## src/sv/vmd_pkg.sv

```systemverilog
`timescale 1ns / 1ps
// Shared constants, types and helper functions of the voxel moment downsampler.
package vmd_pkg;

	localparam int MAX_SIDE    = 64;
	localparam int FRAC_BITS   = 14;
	localparam int COORD_W     = $clog2(MAX_SIDE);
	localparam int SIZE_W      = 7;
	localparam int HALF_SIDE   = (MAX_SIDE + 1) / 2;
	localparam int HALF_W      = $clog2(HALF_SIDE + 1);
	localparam int STORE_DEPTH = HALF_SIDE * HALF_SIDE * HALF_SIDE;
	localparam int ADDR_W      = $clog2(STORE_DEPTH);
	localparam int ROW_W       = $clog2(HALF_SIDE * HALF_SIDE);
	localparam int ROW_PW      = COORD_W - 1 + HALF_W;
	localparam int CELL_PW     = ROW_W + HALF_W;
	localparam int VOL_PW      = 3 * HALF_W;
	localparam int TERM_W      = 2 * COORD_W;
	localparam int DENS_W      = 16;
	localparam int IDX_W       = 15;
	localparam int MOM_W       = 31;
	localparam int ACC_W       = MOM_W + 1;
	localparam int PROD_W      = (TERM_W + DENS_W + 1 > TERM_W + FRAC_BITS + 1) ?
		(TERM_W + DENS_W + 1) : (TERM_W + FRAC_BITS + 1);
	localparam int SAT_W       = (PROD_W > MOM_W) ? PROD_W : MOM_W + 1;
	localparam int CFG_IDX_W   = 3;
	localparam int CFG_DATA_W  = 7;
	localparam int MOM_MAX     = 2 ** (MOM_W - 1) - 1;
	localparam int MOM_MIN     = -(2 ** (MOM_W - 1));

	typedef enum logic [CFG_IDX_W-1:0] {
		REG_MOMENT_KIND  = 3'd0,
		REG_WEIGHT       = 3'd1,
		REG_DS_ENABLE    = 3'd2,
		REG_SIZE_X       = 3'd3,
		REG_SIZE_Y       = 3'd4,
		REG_SIZE_Z       = 3'd5
	} cfg_reg_e;

	typedef enum logic [1:0] {
		KIND_FIRST  = 2'd0,
		KIND_SQUARE = 2'd1,
		KIND_CROSS  = 2'd2
	} moment_kind_e;

	typedef enum logic {
		OP_VOXEL = 1'b0,
		OP_READ  = 1'b1
	} op_e;

	typedef enum logic [2:0] {
		ST_IDLE,
		ST_TERM,
		ST_MUL,
		ST_READ,
		ST_WRITE
	} state_e;

	typedef struct packed {
		logic [SIZE_W-1:0] sx;
		logic [SIZE_W-1:0] sy;
		logic [SIZE_W-1:0] sz;
	} sizes_t;

	typedef struct packed {
		logic [COORD_W-1:0] x;
		logic [COORD_W-1:0] y;
		logic [COORD_W-1:0] z;
		logic               done;
	} coord_t;

	function automatic logic [SIZE_W-1:0] eff_size(logic [SIZE_W-1:0] s);
		logic [SIZE_W-1:0] r;
		if (s == '0)
			r = SIZE_W'(1);
		else if (s > SIZE_W'(MAX_SIDE))
			r = SIZE_W'(MAX_SIDE);
		else
			r = s;
		return r;
	endfunction

	function automatic logic signed [MOM_W-1:0] make_term(logic [TERM_W-1:0] t,
		logic signed [DENS_W-1:0] d, logic w);
		logic signed [SAT_W-1:0] v;
		if (w)
			v = SAT_W'($signed({1'b0, t})) * SAT_W'(d);
		else
			v = SAT_W'($signed({1'b0, t})) <<< FRAC_BITS;
		if (v > SAT_W'(MOM_MAX))
			return MOM_W'(MOM_MAX);
		else if (v < SAT_W'(MOM_MIN))
			return MOM_W'(MOM_MIN);
		else
			return v[MOM_W-1:0];
	endfunction

	function automatic logic signed [MOM_W-1:0] add_sat(logic signed [MOM_W-1:0] a,
		logic signed [MOM_W-1:0] b);
		logic signed [ACC_W-1:0] s;
		s = ACC_W'(a) + ACC_W'(b);
		if (s > ACC_W'(MOM_MAX))
			return MOM_W'(MOM_MAX);
		else if (s < ACC_W'(MOM_MIN))
			return MOM_W'(MOM_MIN);
		else
			return s[MOM_W-1:0];
	endfunction

endpackage

```

## src/sv/vmd_coord.sv

```systemverilog
`timescale 1ns / 1ps
// Raster-order voxel coordinate tracker with stale-coordinate wrap.
module vmd_coord (
	input  logic            clk,
	input  logic            arst_n,
	input  logic            advance,
	input  vmd_pkg::sizes_t sizes,
	output vmd_pkg::coord_t cur
);

	logic [vmd_pkg::COORD_W-1:0] pos_x_q, pos_y_q, pos_z_q;
	logic                        x_last, y_last, z_last;
	logic [vmd_pkg::SIZE_W-1:0]  x_inc, y_inc, z_inc;

	always_comb begin
		cur.x = ({1'b0, pos_x_q} >= sizes.sx) ? '0 : pos_x_q;
		cur.y = ({1'b0, pos_y_q} >= sizes.sy) ? '0 : pos_y_q;
		cur.z = ({1'b0, pos_z_q} >= sizes.sz) ? '0 : pos_z_q;
		x_inc = {1'b0, cur.x} + vmd_pkg::SIZE_W'(1);
		y_inc = {1'b0, cur.y} + vmd_pkg::SIZE_W'(1);
		z_inc = {1'b0, cur.z} + vmd_pkg::SIZE_W'(1);
		x_last = (x_inc >= sizes.sx);
		y_last = (y_inc >= sizes.sy);
		z_last = (z_inc >= sizes.sz);
		cur.done = x_last && y_last && z_last;
	end

	always_ff @(posedge clk or negedge arst_n) begin
		if (!arst_n) begin
			pos_x_q <= '0;
			pos_y_q <= '0;
			pos_z_q <= '0;
		end else if (advance) begin
			pos_y_q <= cur.y;
			pos_z_q <= cur.z;
			if (!x_last) begin
				pos_x_q <= x_inc[vmd_pkg::COORD_W-1:0];
			end else begin
				pos_x_q <= '0;
				if (!y_last) begin
					pos_y_q <= y_inc[vmd_pkg::COORD_W-1:0];
				end else begin
					pos_y_q <= '0;
					pos_z_q <= z_last ? '0 : z_inc[vmd_pkg::COORD_W-1:0];
				end
			end
		end
	end

	a_done_wraps: assert property (@(posedge clk) disable iff (!arst_n)
		advance && cur.done |=> pos_x_q == '0 && pos_y_q == '0 && pos_z_q == '0)
		else $error("coordinates not cleared after last voxel");

	a_x_steps: assert property (@(posedge clk) disable iff (!arst_n)
		advance && !x_last |=> pos_x_q == $past(cur.x) + 1'b1 && pos_y_q == $past(cur.y))
		else $error("x coordinate did not step");

	a_in_bounds: assert property (@(posedge clk) disable iff (!arst_n)
		{1'b0, cur.x} < sizes.sx && {1'b0, cur.y} < sizes.sy && {1'b0, cur.z} < sizes.sz)
		else $error("coordinate outside volume");

endmodule
```

## config.mk

```make
export PLATFORM = sky130hd
export DESIGN_NAME = vmd_coord
export DESIGN_NICKNAME = d
export VERILOG_FILES = /design/src/sv/vmd_pkg.sv /design/src/sv/vmd_coord.sv
export SDC_FILE = /design/constraint.sdc
export NUM_CORES = 1
export LEC_CHECK = 0
export ABC_AREA = 1
export BUFFER_PORTS_ARGS = -buffer_cell sky130_fd_sc_hd__buf_2
export CORE_UTILIZATION = 43
export DETAILED_ROUTE_END_ITERATION = 16
export PLACE_DENSITY_LB_ADDON = 0.12
export SLEW_MARGIN = 0
export SYNTH_ARGS = -nofsm -noshare
export SYNTH_HDL_FRONTEND = slang
export SYNTH_SLANG_ARGS = --single-unit
```

## constraint.sdc

```tcl
create_clock -name clk -period 6.7 [get_ports clk]
set_clock_uncertainty 0.1 [all_clocks]
set_input_delay 0.67 -clock clk [delete_from_list [all_inputs] [get_ports clk]]
set_output_delay 0.67 -clock clk [all_outputs]
set_load 0.05 [all_outputs]
```

==> results of run 1 <==
synth_stat cells (4+ instances only):
library cell,number,area (um^2)
a21oi_1,23,115
a22oi_1,5,37.5
and2_1,5,31.3
dfrtp_1,18,450
ha_1,42,526
inv_1,57,214
inv_2,6,22.5
nand2_1,67,251
nand3_1,21,105
nand3_2,6,60.1
nand4_1,9,56.3
nor2_1,27,101
nor2_2,5,31.3
nor2_4,6,67.6
o21ai_0,4,20.0
o21ai_1,10,50.1
o22ai_1,4,25.0
routing by layer:
metal / global-route usage (%) / vias to the layer above / part of all wire (%)
met3: 3.23 / 4 / 2.9
met2: 34.0 / 34 / 47
li1: - / 1211 / -
met5: 0 / - / 0
met4: 2.88 / 0 / 0.53
met1: 28.1 / 1021 / 50
worst reg2reg max path, delay by kind of cell (launching register included):
kind | cells | cell delay (ns)
compound gates | 2 | 0.29
buf+inv | 3 | 0.20
fa+ha+maj | 3 | 0.95
simple gates | 11 | 1.58
flops | 1 | 0.48
cell usage in the layout (no fill, tap or decap), types with 9 or more instances in the layout:
cell type and count:
o21ai_1 10, nor2_1 27, dfrtp_1 18, nand2_1 67
a21oi_1 23, inv_1 57, ha_1 42, buf_2 42
nand3_1 21, nand4_1 9
layout make-up:
type	count	area [um^2]
clock buffer	4	55.1
tap	70	87.6
sequential	18	450
fill	553	2510
timing repair buffer	42	210
inverter	63	236
multi-input combinational	256	1690
registers in the layout (all words and copies together), names as in the netlist:
register,cells
pos_y_q,6
pos_x_q,6
pos_z_q,6
power by group through the flow:
stage / clock, W / combinational (W) / sequential, W
final: 0.0000901 / 0.000918 / 0.000214
after global routing: 0.0000968 / 0.00104 / 0.000221
after CTS: 0.0000913 / 0.000922 / 0.000215
after detailed placement: 0 / 0.000917 / 0.000216
after global placement: 0 / 0.000913 / 0.000215
after floorplan: 0 / 0.000737 / 0.000194
path summary, 6_finish.rpt:
kind                                  from    endpoint  slack [ns]  depth (start not counted)
worst max-delay path              sizes[9]      cur[0]        2.14                         19
max in group asynchronous           arst_n  pos_z_q[1]        5.97                          1
min in group clk                pos_z_q[4]  pos_z_q[4]        0.49                          2
worst min register to register  pos_z_q[4]  pos_z_q[4]        0.49                          2
worst min-delay path                arst_n  pos_x_q[2]        0.23                          1
worst max register to register  pos_y_q[3]  pos_y_q[5]        3.06                         19
per-stage QoR:
step	setup WS, ns	hold slack [ns]
2_1_floorplan	1.49	0.274
3_3_place_gp	2.18	0.458
3_5_place_dp	2.16	0.472
4_1_cts	2.13	0.245
5_1_grt	1.78	0.258
6_report	2.14	0.233
kinds of logic (layout without fill, tap and decap cells):
family                   count (synthesis)  count (layout)  share of synthesized area [%]
AND/OR/NAND/NOR                        161             161                           35.6
buffers and inverters                   65             109                           10.2
AO/OA/AOI/OAI                           53              53                           13.3
adder cells (fa/ha/maj)                 42              42                           22.0
flip-flops                              18              18                           18.9
==> results_dict.tcl, run 1 <==
set metrics [dict create \
    syn_to_final_growth_pct 14.5 \
    cpPeakStageDelay_ns 0.33 \
    clkLatencyLatePin_ns 0.26 \
    endpoint_kind "output port" \
    dpl_cell_area_mm2 0.00268 \
    cp-start-kind "input port" \
    port_buffers 42 \
    crit_type "in -> out" \
    pin_count 43 \
    critical_path.cell_chain "buf_2, inv_1, ha_1, a21oi_1, o21ai_1, nand2_1, nand3_2, nor2_1, ha_1, nand4_1, nand2_1, inv_1, ha_1, a21oi_1, o21a_1, nand3b_1, nand2_4, a31oi_1, buf_2" \
    wire_per_inst_um 12.1 \
    grt_pass1_wl_mm 9.89 \
    ys_seq_elements 18 \
    ys_types 33 \
    diodes 0 \
    intPower_w 0.000500 \
    syn-num-nets 405 \
    cp_slowest_cell "ha_1" \
    grt_pass1_vias 2174 \
    cts_max_level 1 \
    cts_tree "done" \
    antenna_found_initial 0 \
    grt_usage_pct 20.4 \
    grt-ovfl-total 0 \
    finalCritPeriodShare_pct 68.0 \
    drtPass1Iterations 4 \
    clk_path_buf_depth 2 \
    fp.dieW_um 76.5 \
    synth-edff-count 0 \
    critPathRequiredTime_ns 5.93 \
    worst-path-buf-inv 4 \
    dp.cells 449 \
    synthArstFlopShare_pct 100 \
    cp.arrival_ns 3.79 \
    worstPathMaxFanout 8 \
    synth_top_flop_cell "dfrtp_1" \
    die_area_mm2 0.00585 \
    seq_area_frac_synth_pct 18.9 \
    gp_congestion 0.827 \
    p_switching_w 0.000722 \
    stdcell_area_mm2 0.00273 \
    path_clk_slew_ns 0.07 \
    layout-drive-gt1-share_pct 21.7 \
    power_density_mw_per_mm2 447 \
    hp-class "in -> async" \
    rsz0062_at_grt "false" \
    cts_resized 0 \
    setup_viol_count_final 0 \
    final_util_pct 52.2 \
    wl_mm 5.46 \
    power_frac_comb_pct 75.1 \
    hold_viol 0 \
    core_mm2 0.00524 \
    vias 2270 \
    drc_errors 0 \
    post-dp-hpwl_mm 4.61 \
    post_cts_buffers 0 \
    p_leak_nw 1.53 \
    cts_sinks 18 \
    synthCells 339 \
    cts_hold_buf 0 \
    nets 450 \
    numCtsBuffers 3 \
    power_frac_seq_pct 17.5 \
    total_power_w 0.00122 \
    vdd_drop_max_uv 321 \
    max_freq_mhz 219 \
    grt_start_max_net_pins 19 \
    max_cap_viol_count 0 \
    cp_common_cell "ha_1" \
    initial_core_util_pct 45.6 \
    maxSlewHeadroom_pct 70.5 \
    viasPerCell 5.01 \
    cts_root_buffer "clkbuf_8" \
    row_count 26 \
    antenna_left 0 \
    fin_cells 453 \
    swShare_pct 59.1 \
    period_minus_slack_ns 4.56 \
    drt_iter0_markers 100 \
    tns_ns 0 \
    cp_top_family "simple AND/OR/NAND/NOR gates" \
    avgSynthCellArea_um2 7.04 \
    clkPwrFrac_pct 7.4 \
    outcome "finished, final reports clean" \
    worst_pin_slew_ns 0.442 \
    syn-cell-area_mm2 0.00239 \
    ys_warn_count 0 \
    die_h_um 76.5 \
    slew_violations 0 \
]
Power figures use the tool's default switching activity.
==> run 2, diff against run 1 <==
- clock period: 6.7 -> 4.1 ns (I/O delays scaled with it)
==> results_dict.tcl, run 2 (synthesis gave the netlist of run 1 again) <==
set metrics [dict create \
    wl_mm 5.43 \
    grt_usage_pct 19.9 \
    endpoint_kind "output port" \
    post-dp-hpwl_mm 4.54 \
    layout-drive-gt1-share_pct 25.4 \
    drc_errors 0 \
    grt_start_max_net_pins 19 \
    worst_pin_slew_ns 0.477 \
    fp.dieW_um 76.5 \
    syn_to_final_growth_pct 19.5 \
    cp-start-kind "register" \
    drt_iter0_markers 113 \
    viasPerCell 5.02 \
    total_power_w 0.00208 \
    power_frac_comb_pct 76.7 \
    drtPass1Iterations 4 \
    slew_violations 0 \
    final_common_cell "nand2_1" \
    outcome "complete, but fails checks" \
    die_area_mm2 0.00585 \
    antenna_found_initial 0 \
    gp_congestion 0.842 \
    hold_viol 18 \
    clk_path_buf_depth 2 \
    core_mm2 0.00524 \
    worstPathMaxFanout 4 \
    cts_sinks 18 \
    wire_per_inst_um 11.8 \
    reg_top3 "pos_x_q: 6 flops, pos_y_q: 6 flops, pos_z_q: 6 flops" \
    pin_count 43 \
    initial_core_util_pct 45.6 \
    diodes 0 \
    fillers 531 \
    routedLengthMet1_mm 2.61 \
    numCtsBuffers 3 \
    antenna_left 0 \
    cts_max_level 1 \
    p_switching_w 0.00121 \
    max_freq_mhz 256 \
    clkLatencyLatePin_ns 0.25 \
    period_minus_slack_ns 3.90 \
    grt-ovfl-total 0 \
    nets 456 \
    power_frac_seq_pct 16.5 \
    violations "negative hold slack" \
    intPower_w 0.000868 \
    wl_met2_mm 2.58 \
    hold_slack_ns -0.0231 \
    max_cap_viol_count 0 \
    power_density_mw_per_mm2 730 \
    cp.arrival_ns 3.39 \
    maxSlewHeadroom_pct 68.2 \
    hp-class "in -> async" \
    cts_root_buffer "clkbuf_8" \
    clkPwrFrac_pct 6.8 \
    cts_hold_buf 0 \
    vias 2306 \
    finalCritPeriodShare_pct 95.1 \
    path_clk_slew_ns 0.07 \
    cts_tree "done" \
    layout_common_cells "nand2_1, inv_1, ha_1, buf_2, a21oi_1" \
    grt_pass1_vias 2114 \
    p_leak_nw 1.56 \
    setup_viol_count_final 0 \
    grt_pass1_wl_mm 9.57 \
    critPathRequiredTime_ns 3.59 \
    swShare_pct 58.3 \
    vdd_drop_max_uv 513 \
    row_count 26 \
    port_buffers 42 \
    wl_met3_um 234 \
    multi_input_area_mm2 0.00176 \
    top_layer_used "met4" \
    crit_type "reg -> out" \
    area.sequential_um2 450 \
    die_h_um 76.5 \
]
## run 2: critical path, stage by stage, from the launching register on
cell and delay (ns):
dfrtp_1 0.40, ha_1 0.32, nand3_1 0.10, nand2_1 0.09
o21ai_4 0.26, nand3_4 0.14, inv_2 0.11, ha_1 0.17
inv_1 0.06, nor2_2 0.13, nand3_2 0.10, and2_1 0.18
ha_1 0.32, nand3_1 0.08, or2_2 0.33, a31oi_4 0.18
buf_6 0.17
## run 2: timing repair
| item | CTS | global route |
|---|---|---|
| setup endpoints to repair | 0 | 1 |
| setup buffers | 0 | 4 |
| resized for setup | 0 | 12 |
## run 2: worst paths after layout
| path | startpoint | to | slack, ns | cells after the start |
|---|---|---|---|---|
| setup / recovery | pos_z_q[2] | cur[0] | 0.20 | 16 |
| hold / removal | arst_n | pos_x_q[2] | -0.02 | 1 |
| setup reg to reg | pos_y_q[3] | pos_y_q[5] | 0.53 | 20 |
| hold reg to reg | pos_z_q[5] | pos_z_q[5] | 0.46 | 2 |
| max in group asynchronous | arst_n | pos_y_q[2] | 3.64 | 1 |
| min in group clk | advance | pos_x_q[4] | 0.44 | 2 |
## run 2: final cells by class
cell class / instances / share of cell area [%]
Multi-Input combinational cell: 256 / 61.7
Timing Repair Buffer: 48 / 9.17
Sequential cell: 18 / 15.8
Inverter: 63 / 8.30
Clock buffer: 4 / 1.93
Tap cell: 70 / 3.07
## run 2: routing by layer
metal | vias to the layer above | GRT usage [%]
met4 | 0 | 1.73
met5 | - | 0
met1 | 1033 | 27.2
met2 | 51 | 33.8
li1 | 1220 | -
met3 | 2 | 3.35
## run 2: stage by stage
stage / std cells / area [um^2] / worst slack [ns] / util [%] / TNS (ns)
2_1_floorplan: 339 / 2410 / 0.118 / - / 0
3_3_place_gp: 451 / 2720 / 0.231 / 51.9 / 0
3_5_place_dp: 451 / 2720 / 0.207 / 51.9 / 0
4_1_cts: 455 / 2770 / 0.0392 / 53.0 / 0
5_1_grt: 459 / 2850 / -0.0261 / 54.4 / -0.0261
6_report: 459 / 2850 / 0.199 / 54.4 / 0
## run 2: power by group through the flow
stage	clock network, W	logic (W)	registers (W)
2_1_floorplan	0	0.00122	0.000317
5_1_grt	0.000158	0.00179	0.000352
3_3_place_gp	0	0.00152	0.000348
4_1_cts	0.000148	0.00154	0.000347
3_5_place_dp	0	0.00153	0.000349
6_report	0.000141	0.00160	0.000344
