**config.mk**
```make
export PLATFORM = sky130hd
export DESIGN_NAME = vmd_ram
export DESIGN_NICKNAME = d
export VERILOG_FILES = /design/src/sv/vmd_ram.sv
export SDC_FILE = /design/constraint.sdc
export NUM_CORES = 1
export LEC_CHECK = 0
export BUFFER_PORTS_ARGS = -buffer_cell sky130_fd_sc_hd__buf_2
export CAP_MARGIN = 40
export CORE_MARGIN = 2
export CORE_UTILIZATION = 50
export CTS_CLUSTER_SIZE = 24
export DETAILED_ROUTE_END_ITERATION = 6
export PLACE_DENSITY_LB_ADDON = 0.15
export SLEW_MARGIN = 20
export SYNTH_ARGS = -nofsm -noshare
export SYNTH_HDL_FRONTEND = slang
export SYNTH_SLANG_ARGS = --single-unit
```
**constraint.sdc**
```tcl
create_clock -name clk -period 1.7 [get_ports clk]
set_clock_uncertainty 0.1 [all_clocks]
set_input_delay 0.085 -clock clk [delete_from_list [all_inputs] [get_ports clk]]
set_output_delay 0.085 -clock clk [all_outputs]
set_load 0.03 [all_outputs]
```
**src/sv/vmd_ram.sv**
```systemverilog
`timescale 1ns / 1ps
// Generic single-write, single-read synchronous RAM with registered read data.
module vmd_ram #(
	parameter int WIDTH = 8,
	parameter int DEPTH = 16,
	localparam int AW = $clog2(DEPTH)
) (
	input  logic             clk,
	input  logic             we,
	input  logic [AW-1:0]    waddr,
	input  logic [WIDTH-1:0] wdata,
	input  logic             re,
	input  logic [AW-1:0]    raddr,
	output logic [WIDTH-1:0] rdata
);

	logic [WIDTH-1:0] mem_q [DEPTH];
	logic [WIDTH-1:0] rdata_q;

	always_ff @(posedge clk) begin
		if (we)
			mem_q[waddr] <= wdata;
		if (re)
			rdata_q <= mem_q[raddr];
	end

	assign rdata = rdata_q;

endmodule

```
==> results of run 1 <==
==> registers in the layout (all words and copies together), names as in the netlist <==
signal and flops:
mem_q 128, rdata 8
==> worst max-delay path, stage by stage (launching register included) <==
cell      delay, ns
edfxtp_1       0.37
mux4_2         0.48
a22oi_1        0.31
nand2_1        0.09
==> timing repair <==
item | CTS | global route
hold buffers | 9 | 0
setup endpoints to repair | 0 | 0
hold endpoints to repair | 136 | 0
==> stage by stage <==
step | TNS, ns | utilization [%]
floorplan | 0 | -
global placement | -0.325 | 55.6
detailed placement | -0.398 | 55.6
CTS | 0 | 62.1
global route | 0 | 62.1
finish | 0 | 62.1
==> power by group <==
group	leakage, nW	internal, mW	switching, mW
logic	0.664	0.178	0.232
clock network	0.285	2.34	1.25
registers	1.24	3.78	0.0196
total	2.18	6.30	1.50
==> synthesized netlist by cell type <==
cell type,number
and2_1,1
nand3_1,1
nand2_1,9
nor2_1,13
buf_4,1
or3b_2,1
clkdlybuf4s25_2,3
nand2b_1,2
buf_2,3
edfxtp_1,136
mux4_2,18
nand3b_1,2
buf_6,3
nor2b_1,1
mux4_1,14
and2b_1,1
nor3_1,4
a22oi_1,16
==> kinds of logic (layout without fill, tap and decap cells) <==
logic type,after synthesis,after routing,share of synthesized area (%)
buffers and inverters,10,91,1.65
AND/OR/NAND/NOR,35,35,3.14
flip-flops,136,136,78.1
AO/OA/AOI/OAI,16,16,2.30
multiplexers,32,32,14.8
==> path summary, 6_finish.rpt <==
kind | cells after the start | to | slack (ns) | from
max | 3 | rdata[7] | 0.11 | mem_q[3][7]
min | 3 | mem_q[8][1] | 0.03 | waddr[0]
max reg2reg | 3 | rdata[7] | 0.11 | mem_q[3][7]
min reg2reg | 3 | rdata[7] | 0.65 | mem_q[15][7]
==> per-layer routing <==
| layer | routed length (um) | vias to the layer above | share of wire, % |
|---|---|---|---|
| met5 | 0 | - | 0 |
| met4 | 191 | 0 | 1.9 |
| met3 | 417 | 17 | 4.1 |
| met2 | 4870 | 64 | 48 |
| met1 | 4580 | 1341 | 46 |
| li1 | - | 1118 | - |
==> final cells by class <==
cell class                 instances  area share [%]
multi-input combinational         83            16.6
sequential                       136            64.3
clock inverter                    11            2.46
timing repair buffer              61            7.32
clock buffer                      19            6.64
tap                              136            2.68
==> flow_metrics.env, run 1 <==
export IMPL_fp_dieArea_um2=11300
export IMPL_yosysSeqAreaShare_pct=78.1
export IMPL_grt_pass1_vias=2604
export IMPL_whs_ns=0.0320
export IMPL_power_mw=7.80
export IMPL_grt_max_degree=18
export IMPL_synth_top_area_share_pct=78.1
export IMPL_cts_setup_buffers=0
export IMPL_coreArea_um2=10200
export IMPL_routed_wl_um=10100
export IMPL_syn_area_um2=5230
export IMPL_fillers=722
export IMPL_cp_max_fo=1
export IMPL_cp_data_required_time_ns=1.87
export IMPL_clock_latency_ns=0.52
export IMPL_io_buffer_count=26
export IMPL_cts_made_buffers=17
export IMPL_final_nets=318
export IMPL_cp_arrival_ns=1.76
export IMPL_chipWidth_um=106
export IMPL_tightest_slew_ns=0.665
export IMPL_dp_cells=407
export IMPL_synth_fp_nets=248
export IMPL_drv_cap=0
export IMPL_final_cells=446
export IMPL_hold_violations=0
export IMPL_cts_tree="yes"
export IMPL_regArea_um2=4080
export IMPL_grt_pass1_wl_um=15600
export IMPL_status="completed"
export IMPL_end_kind="flop"
export IMPL_multi_input_area_um2=1060
export IMPL_slew_limit_headroom_pct=55.5
export IMPL_initial_utilization_pct=51.1
export IMPL_rsz0062_at_grt="false"
export IMPL_hp_class="primary input to flop"
export IMPL_timing_final_crit_share_pct=93.8
export IMPL_num_vias=2540
export IMPL_fmax_ghz=0.627
export IMPL_p_leak_nw=2.18
export IMPL_rows=37
export IMPL_placedInstanceArea_um2=5690
export IMPL_htreeDepth=4
export IMPL_slew_violations=0
export IMPL_place_ws_ns=-0.122
export IMPL_ir_drop_mv=0.556
export IMPL_crit_path_start_kind="flop"
export IMPL_place_gp_congestion=0.713
export IMPL_cts_root_buffer="clkbuf_8"
export IMPL_timing_worst_setup_path_type="flop to flop"
export IMPL_grtUsageTotal_pct=20.2
export IMPL_grt_busiest_layer="met2"
export IMPL_setup_viol=0
export IMPL_synth_distinct_cells=18
export IMPL_n_antenna_cell=0
export IMPL_mostFrequentLayoutCell="edfxtp_1"
export IMPL_finalInstanceArea_um2=6350
export IMPL_power_density_nw_per_um2=1230
export IMPL_die_height_um=106
export IMPL_synth_area_leaders="edfxtp_1 (78%), mux4_2 (7.8%), mux4_1 (7.0%)"
export IMPL_ios=27
export IMPL_place_hpwl_um=6230
export IMPL_area_delta_synth_final_pct=21.6
export IMPL_drtIter0Drc=231
export IMPL_gr_usage_met2_pct=30.4
export IMPL_clock_path_buffers=2
export IMPL_ys_warnings_count=0
export IMPL_cts_sinks=136
export IMPL_viasPerCell=5.70
export IMPL_gr_usage_met1_pct=28.3
export IMPL_wl_per_cell_um=22.5
export IMPL_clk_pin_slew_ns=0.06
export IMPL_drive_above_1_share_pct=31.6
export IMPL_final_cell_mix="edfxtp_1 (136), buf_2 (26), buf_4 (22)"
export IMPL_avgSynthCellArea_um2=22.8
export IMPL_drc=0
export IMPL_netlist_instances=229
export IMPL_synth_seq_cells=136
export IMPL_min_period_ns=1.59
export IMPL_ant_nets=0
export IMPL_fin_ws_ns=0.106
export IMPL_gr_total_overflow=0
export IMPL_use_met3_pct=4.97
export IMPL_cts_repair_resized=0
export IMPL_antenna_found_initial=0
export IMPL_yosys_area_top_type="edfxtp_1"
export IMPL_drt_pass1_iterations=5
Power figures use the tool's default switching activity.
==> run 2: changes to the inputs <==
--- a/config.mk
+++ b/config.mk
@@ -12,6 +12,7 @@
 export CTS_CLUSTER_SIZE = 24
 export DETAILED_ROUTE_END_ITERATION = 6
 export PLACE_DENSITY_LB_ADDON = 0.15
+export RECOVER_POWER = 25
 export SLEW_MARGIN = 20
 export SYNTH_ARGS = -nofsm -noshare
 export SYNTH_HDL_FRONTEND = slang
==> flow_metrics.env, run 2 (same netlist as run 1, synthesis figures left out) <==
export IMPL_gr_usage_met1_pct=28.3
export IMPL_fp_dieArea_um2=11300
export IMPL_fmax_ghz=0.622
export IMPL_chipWidth_um=106
export IMPL_power_mw=7.79
export IMPL_clk_pin_slew_ns=0.06
export IMPL_cts_repair_resized=0
export IMPL_cp_arrival_ns=1.78
export IMPL_cts_sinks=136
export IMPL_largest_register_ffs=128
export IMPL_cp_max_fo=1
export IMPL_final_nets=318
export IMPL_crit_path_start_kind="flop"
export IMPL_grtUsageTotal_pct=20.2
export IMPL_initial_utilization_pct=51.1
export IMPL_grt_pass1_wl_um=15600
export IMPL_wl_per_cell_um=22.5
export IMPL_end_kind="flop"
export IMPL_place_hpwl_um=6230
export IMPL_fin_ws_ns=0.0931
export IMPL_placedInstanceArea_um2=5690
export IMPL_final_cell_mix="edfxtp_1 (136), buf_2 (24), mux4_2 (18)"
export IMPL_drtIter0Drc=223
export IMPL_area_delta_synth_final_pct=20.8
export IMPL_cts_tree="yes"
export IMPL_timing_final_crit_share_pct=94.5
export IMPL_ctsHoldBuffers=9
export IMPL_drc=0
export IMPL_drv_cap=0
export IMPL_n_antenna_cell=0
export IMPL_fillers=732
export IMPL_gr_usage_met2_pct=30.4
export IMPL_place_gp_congestion=0.713
export IMPL_r2r_setup_slack_ns=0.09
export IMPL_p_leak_nw=2.14
export IMPL_drive_above_1_share_pct=27.7
export IMPL_finalInstanceArea_um2=6310
export IMPL_grt_busiest_layer="met2"
export IMPL_hp_class="primary input to flop"
export IMPL_mostFrequentLayoutCell="edfxtp_1"
export IMPL_cts_root_buffer="clkbuf_8"
export IMPL_clock_latency_ns=0.52
export IMPL_io_buffer_count=26
export IMPL_slew_limit_headroom_pct=53.2
export IMPL_cts_setup_buffers=0
export IMPL_rsz0062_at_grt="false"
export IMPL_timing_worst_setup_path_type="flop to flop"
export IMPL_ant_nets=0
export IMPL_routed_wl_um=10000
export IMPL_grt_pass1_vias=2604
export IMPL_ios=27
export IMPL_cp_data_required_time_ns=1.87
export IMPL_holdPathEnd="mem_q[0][1]"
export IMPL_clock_path_buffers=2
export IMPL_final_setup_tns_ns=0
export IMPL_slew_violations=0
export IMPL_antenna_found_initial=0
export IMPL_worstSetupStartpoint="mem_q[3][7]"
export IMPL_num_vias=2526
export IMPL_ff2ff_path_depth=3
export IMPL_use_met3_pct=4.97
export IMPL_place_ws_ns=-0.122
export IMPL_r2r_end="rdata[7]"
export IMPL_tightest_slew_ns=0.701
export IMPL_grt_max_degree=18
export IMPL_hold_violations=0
export IMPL_drt_pass1_iterations=4
export IMPL_gr_total_overflow=0
export IMPL_power_density_nw_per_um2=1230
export IMPL_htreeDepth=4
export IMPL_r2r_start="mem_q[3][7]"
export IMPL_rows=37
export IMPL_ir_drop_mv=0.556
export IMPL_viasPerCell=5.66
export IMPL_cts_made_buffers=17
export IMPL_setup_viol=0
export IMPL_die_height_um=106
export IMPL_coreArea_um2=10200
export IMPL_top_register="mem_q"
export IMPL_min_period_ns=1.61
export IMPL_hold_start="waddr[0]"
export IMPL_status="completed"
export IMPL_min_path_cells=3
[run 2: cell types whose count changed in the layout (fill, tap and decap cells not counted), sizes merged]
cell,delta
buf,-12
clkbuf,+12
[run 2: worst max-delay path, stage by stage, from the launching register on]
cell	delay, ns
edfxtp_1	0.37
mux4_2	0.48
a22oi_1	0.33
nand2_1	0.09
[run 2: per-stage QoR]
step / hold WS [ns] / instances / utilization, %
6_report: 0.0252 / 446 / 61.7
5_1_grt: 0.0285 / 446 / 61.7
4_1_cts: 0.0178 / 446 / 62.1
3_5_place_dp: 0.383 / 407 / 55.6
3_3_place_gp: 0.377 / 407 / 55.6
2_1_floorplan: 0.0839 / 229 / -
[run 2: layer usage]
metal,share of wire [%],up-vias
met3,3.8,18
met2,49,66
li1,-,1118
met5,0,-
met1,45,1324
met4,1.9,0
[run 2: worst max-delay path by stage]
stage | slack, ns | cells after the start | to
final | 0.09 | 3 | rdata[7]
after global routing | 0.04 | 3 | rdata[7]
after CTS | 0.09 | 3 | rdata[7]
after detailed placement | -0.12 | 6 | rdata[4]
after global placement | -0.10 | 6 | rdata[4]
after floorplan | 0.02 | 2 | mem_q[0][0]
[run 2: cell type report]
| class | instances | area (um^2) | area share [%] |
|---|---|---|---|
| Multi-Input combinational cell | 83 | 1060 | 16.7 |
| Timing Repair Buffer | 61 | 425 | 6.74 |
| Clock inverter | 11 | 156 | 2.48 |
| Sequential cell | 136 | 4080 | 64.7 |
| Clock buffer | 19 | 422 | 6.68 |
| Tap cell | 136 | 170 | 2.69 |
[run 2: power breakdown]
part | internal [mW] | switching, mW | total, mW | leakage, nW
Clock | 2.34 | 1.24 | 3.59 | 0.285
Sequential | 3.78 | 0.0197 | 3.80 | 1.24
Combinational | 0.173 | 0.232 | 0.405 | 0.616
==> run 3: changes to the inputs <==
--- a/config.mk
+++ b/config.mk
@@ -9,9 +9,9 @@
 export CAP_MARGIN = 40
 export CORE_MARGIN = 2
 export CORE_UTILIZATION = 50
-export CTS_CLUSTER_SIZE = 24
+export CTS_CLUSTER_SIZE = 25
 export DETAILED_ROUTE_END_ITERATION = 6
-export PLACE_DENSITY_LB_ADDON = 0.15
+export PLACE_DENSITY_LB_ADDON = 0.1
 export RECOVER_POWER = 25
 export SLEW_MARGIN = 20
 export SYNTH_ARGS = -nofsm -noshare
==> flow_metrics.env, run 3 (same netlist as run 1, synthesis figures left out) <==
export IMPL_worst_path_max_delay_cell="mux4_1"
export IMPL_chipWidth_um=106
export IMPL_htreeDepth=4
export IMPL_min_path_cells=4
export IMPL_die_height_um=106
export IMPL_topRoutingLayerUsed="met4"
export IMPL_rsz0062_at_grt="false"
export IMPL_drtIter0Drc=180
export IMPL_clock_latency_ns=0.52
export IMPL_final_cells=451
export IMPL_final_setup_tns_ns=0
export IMPL_fillers=721
export IMPL_final_nets=321
export IMPL_drt_pass1_iterations=4
export IMPL_clk_pin_slew_ns=0.06
export IMPL_cp_max_fo=1
export IMPL_tightest_slew_ns=0.648
export IMPL_cp_arrival_ns=1.75
export IMPL_ff2ff_path_depth=3
export IMPL_r2r_start="mem_q[1][0]"
export IMPL_cp_cell_sequence="mux4_1 -> a22oi_1 -> nand2_1"
export IMPL_timing_final_crit_share_pct=93.7
export IMPL_num_vias=2527
export IMPL_drv_cap=0
export IMPL_slew_limit_headroom_pct=56.8
export IMPL_worst_path_buf_inv=0
export IMPL_p_leak_nw=2.20
export IMPL_place_hpwl_um=6400
export IMPL_mostFrequentLayoutCell="edfxtp_1"
export IMPL_swShare_pct=19.4
export IMPL_clock_path_buffers=2
export IMPL_n_antenna_cell=0
export IMPL_cts_made_buffers=17
export IMPL_combPwrFrac_pct=5.1
export IMPL_worst_path_largest_cell_delay_ns=0.52
export IMPL_io_buffer_count=26
export IMPL_p_switching_mw=1.56
export IMPL_critical_path_top_delay_family="multiplexers"
export IMPL_grt_max_degree=18
export IMPL_min_period_ns=1.59
export IMPL_final_cell_mix="edfxtp_1 (136), buf_4 (22), buf_2 (20)"
export IMPL_r2r_setup_slack_ns=0.11
export IMPL_fin_ws_ns=0.107
export IMPL_hold_start="raddr[2]"
export IMPL_grt_pass1_wl_um=14800
export IMPL_power_mw=8.03
export IMPL_finalInstanceArea_um2=6420
export IMPL_cts_tree="yes"
export IMPL_routed_wl_um=9790
export IMPL_ant_nets=0
export IMPL_ir_drop_mv=0.732
export IMPL_seq_power_share_pct=47.3
export IMPL_initial_utilization_pct=51.1
export IMPL_antenna_found_initial=0
export IMPL_timing_worst_setup_path_type="flop to flop"
export IMPL_met3_length_um=527
export IMPL_multi_input_area_um2=1060
export IMPL_crit_path_start_kind="flop"
export IMPL_gr_total_overflow=0
export IMPL_cts_repair_resized=0
export IMPL_cts_sinks=136
export IMPL_grtUsageTotal_pct=19.1
export IMPL_placedInstanceArea_um2=5690
export IMPL_p_int_mw=6.48
export IMPL_rows=37
export IMPL_power_density_nw_per_um2=1250
export IMPL_area_delta_synth_final_pct=22.9
export IMPL_status="completed"
export IMPL_slew_violations=0
export IMPL_cp_data_required_time_ns=1.86
export IMPL_wl_met2_um=4800
export IMPL_cts_setup_buffers=0
export IMPL_fp_dieArea_um2=11300
export IMPL_hold_violations=0
export IMPL_viasPerCell=5.60
export IMPL_power_share_clock_pct=47.6
export IMPL_r2r_end="rdata[0]"
export IMPL_setup_viol=0
export IMPL_drc=0
export IMPL_wl_per_cell_um=21.7
export IMPL_place_gp_congestion=0.772
export IMPL_grt_pass1_vias=2573
export IMPL_holdPathEnd="rdata[0]"
export IMPL_dp_cells=407
export IMPL_end_kind="flop"
export IMPL_largest_register_ffs=128
export IMPL_cts_root_buffer="clkbuf_8"
export IMPL_regArea_um2=4080
export IMPL_m1WireLength_um=4360
export IMPL_drive_above_1_share_pct=30.2
export IMPL_ios=27
export IMPL_hp_class="primary input to flop"
export IMPL_place_ws_ns=-0.0976
export IMPL_coreArea_um2=10200
export IMPL_top_register="mem_q"
export IMPL_fmax_ghz=0.628
-- run 3: worst register-to-register path, delay by kind of cell, from the launching register on --
kind               cells  cell delay [ns]
muxes                  1             0.52
DFF                    1             0.36
AOI/OAI and AO/OA      1             0.27
and+or+nand+nor        1             0.09
-- run 3: cell type report --
type | count | area share (%)
clock inverter | 13 | 3.16
tap | 136 | 2.65
timing repair buffer | 64 | 7.60
multi-input combinational | 83 | 16.5
sequential | 136 | 63.6
clock buffer | 19 | 6.56
-- run 3: layer usage --
layer / global-route usage, % / vias up
li1: - / 1131
met1: 26.2 / 1304
met2: 29.1 / 78
met3: 6.38 / 14
met4: 6.48 / 0
met5: 0 / -
-- run 3: through the flow --
stage	hold WS, ns	util [%]
3_3_place_gp	0.369	55.6
5_1_grt	0.112	62.8
4_1_cts	0.0721	62.9
3_5_place_dp	0.378	55.6
6_report	0.115	62.8
2_1_floorplan	0.0839	-
-- run 3: how the worst max path moves through the flow --
stage | endpoint | start | cells past startpoint
floorplan | mem_q[0][0] | waddr[2] | 2
CTS | rdata[0] | mem_q[1][0] | 3
detailed placement | rdata[7] | raddr[0] | 6
finish | rdata[0] | mem_q[1][0] | 3
global route | rdata[2] | mem_q[5][2] | 3
global placement | rdata[7] | raddr[0] | 6
-- run 3: timing repair --
action,CTS,global route
hold buffers,12,0
endpoints found under the setup margin,0,0
hold endpoints to repair,144,0
-- run 3: power groups by stage --
stage	Combinational, mW	Sequential, mW	Clock, mW
finish	0.410	3.80	3.83
CTS	0.418	3.80	3.91
floorplan	0.191	3.90	0
detailed placement	0.397	3.87	0
global route	0.443	3.80	4.04
global placement	0.389	3.87	0
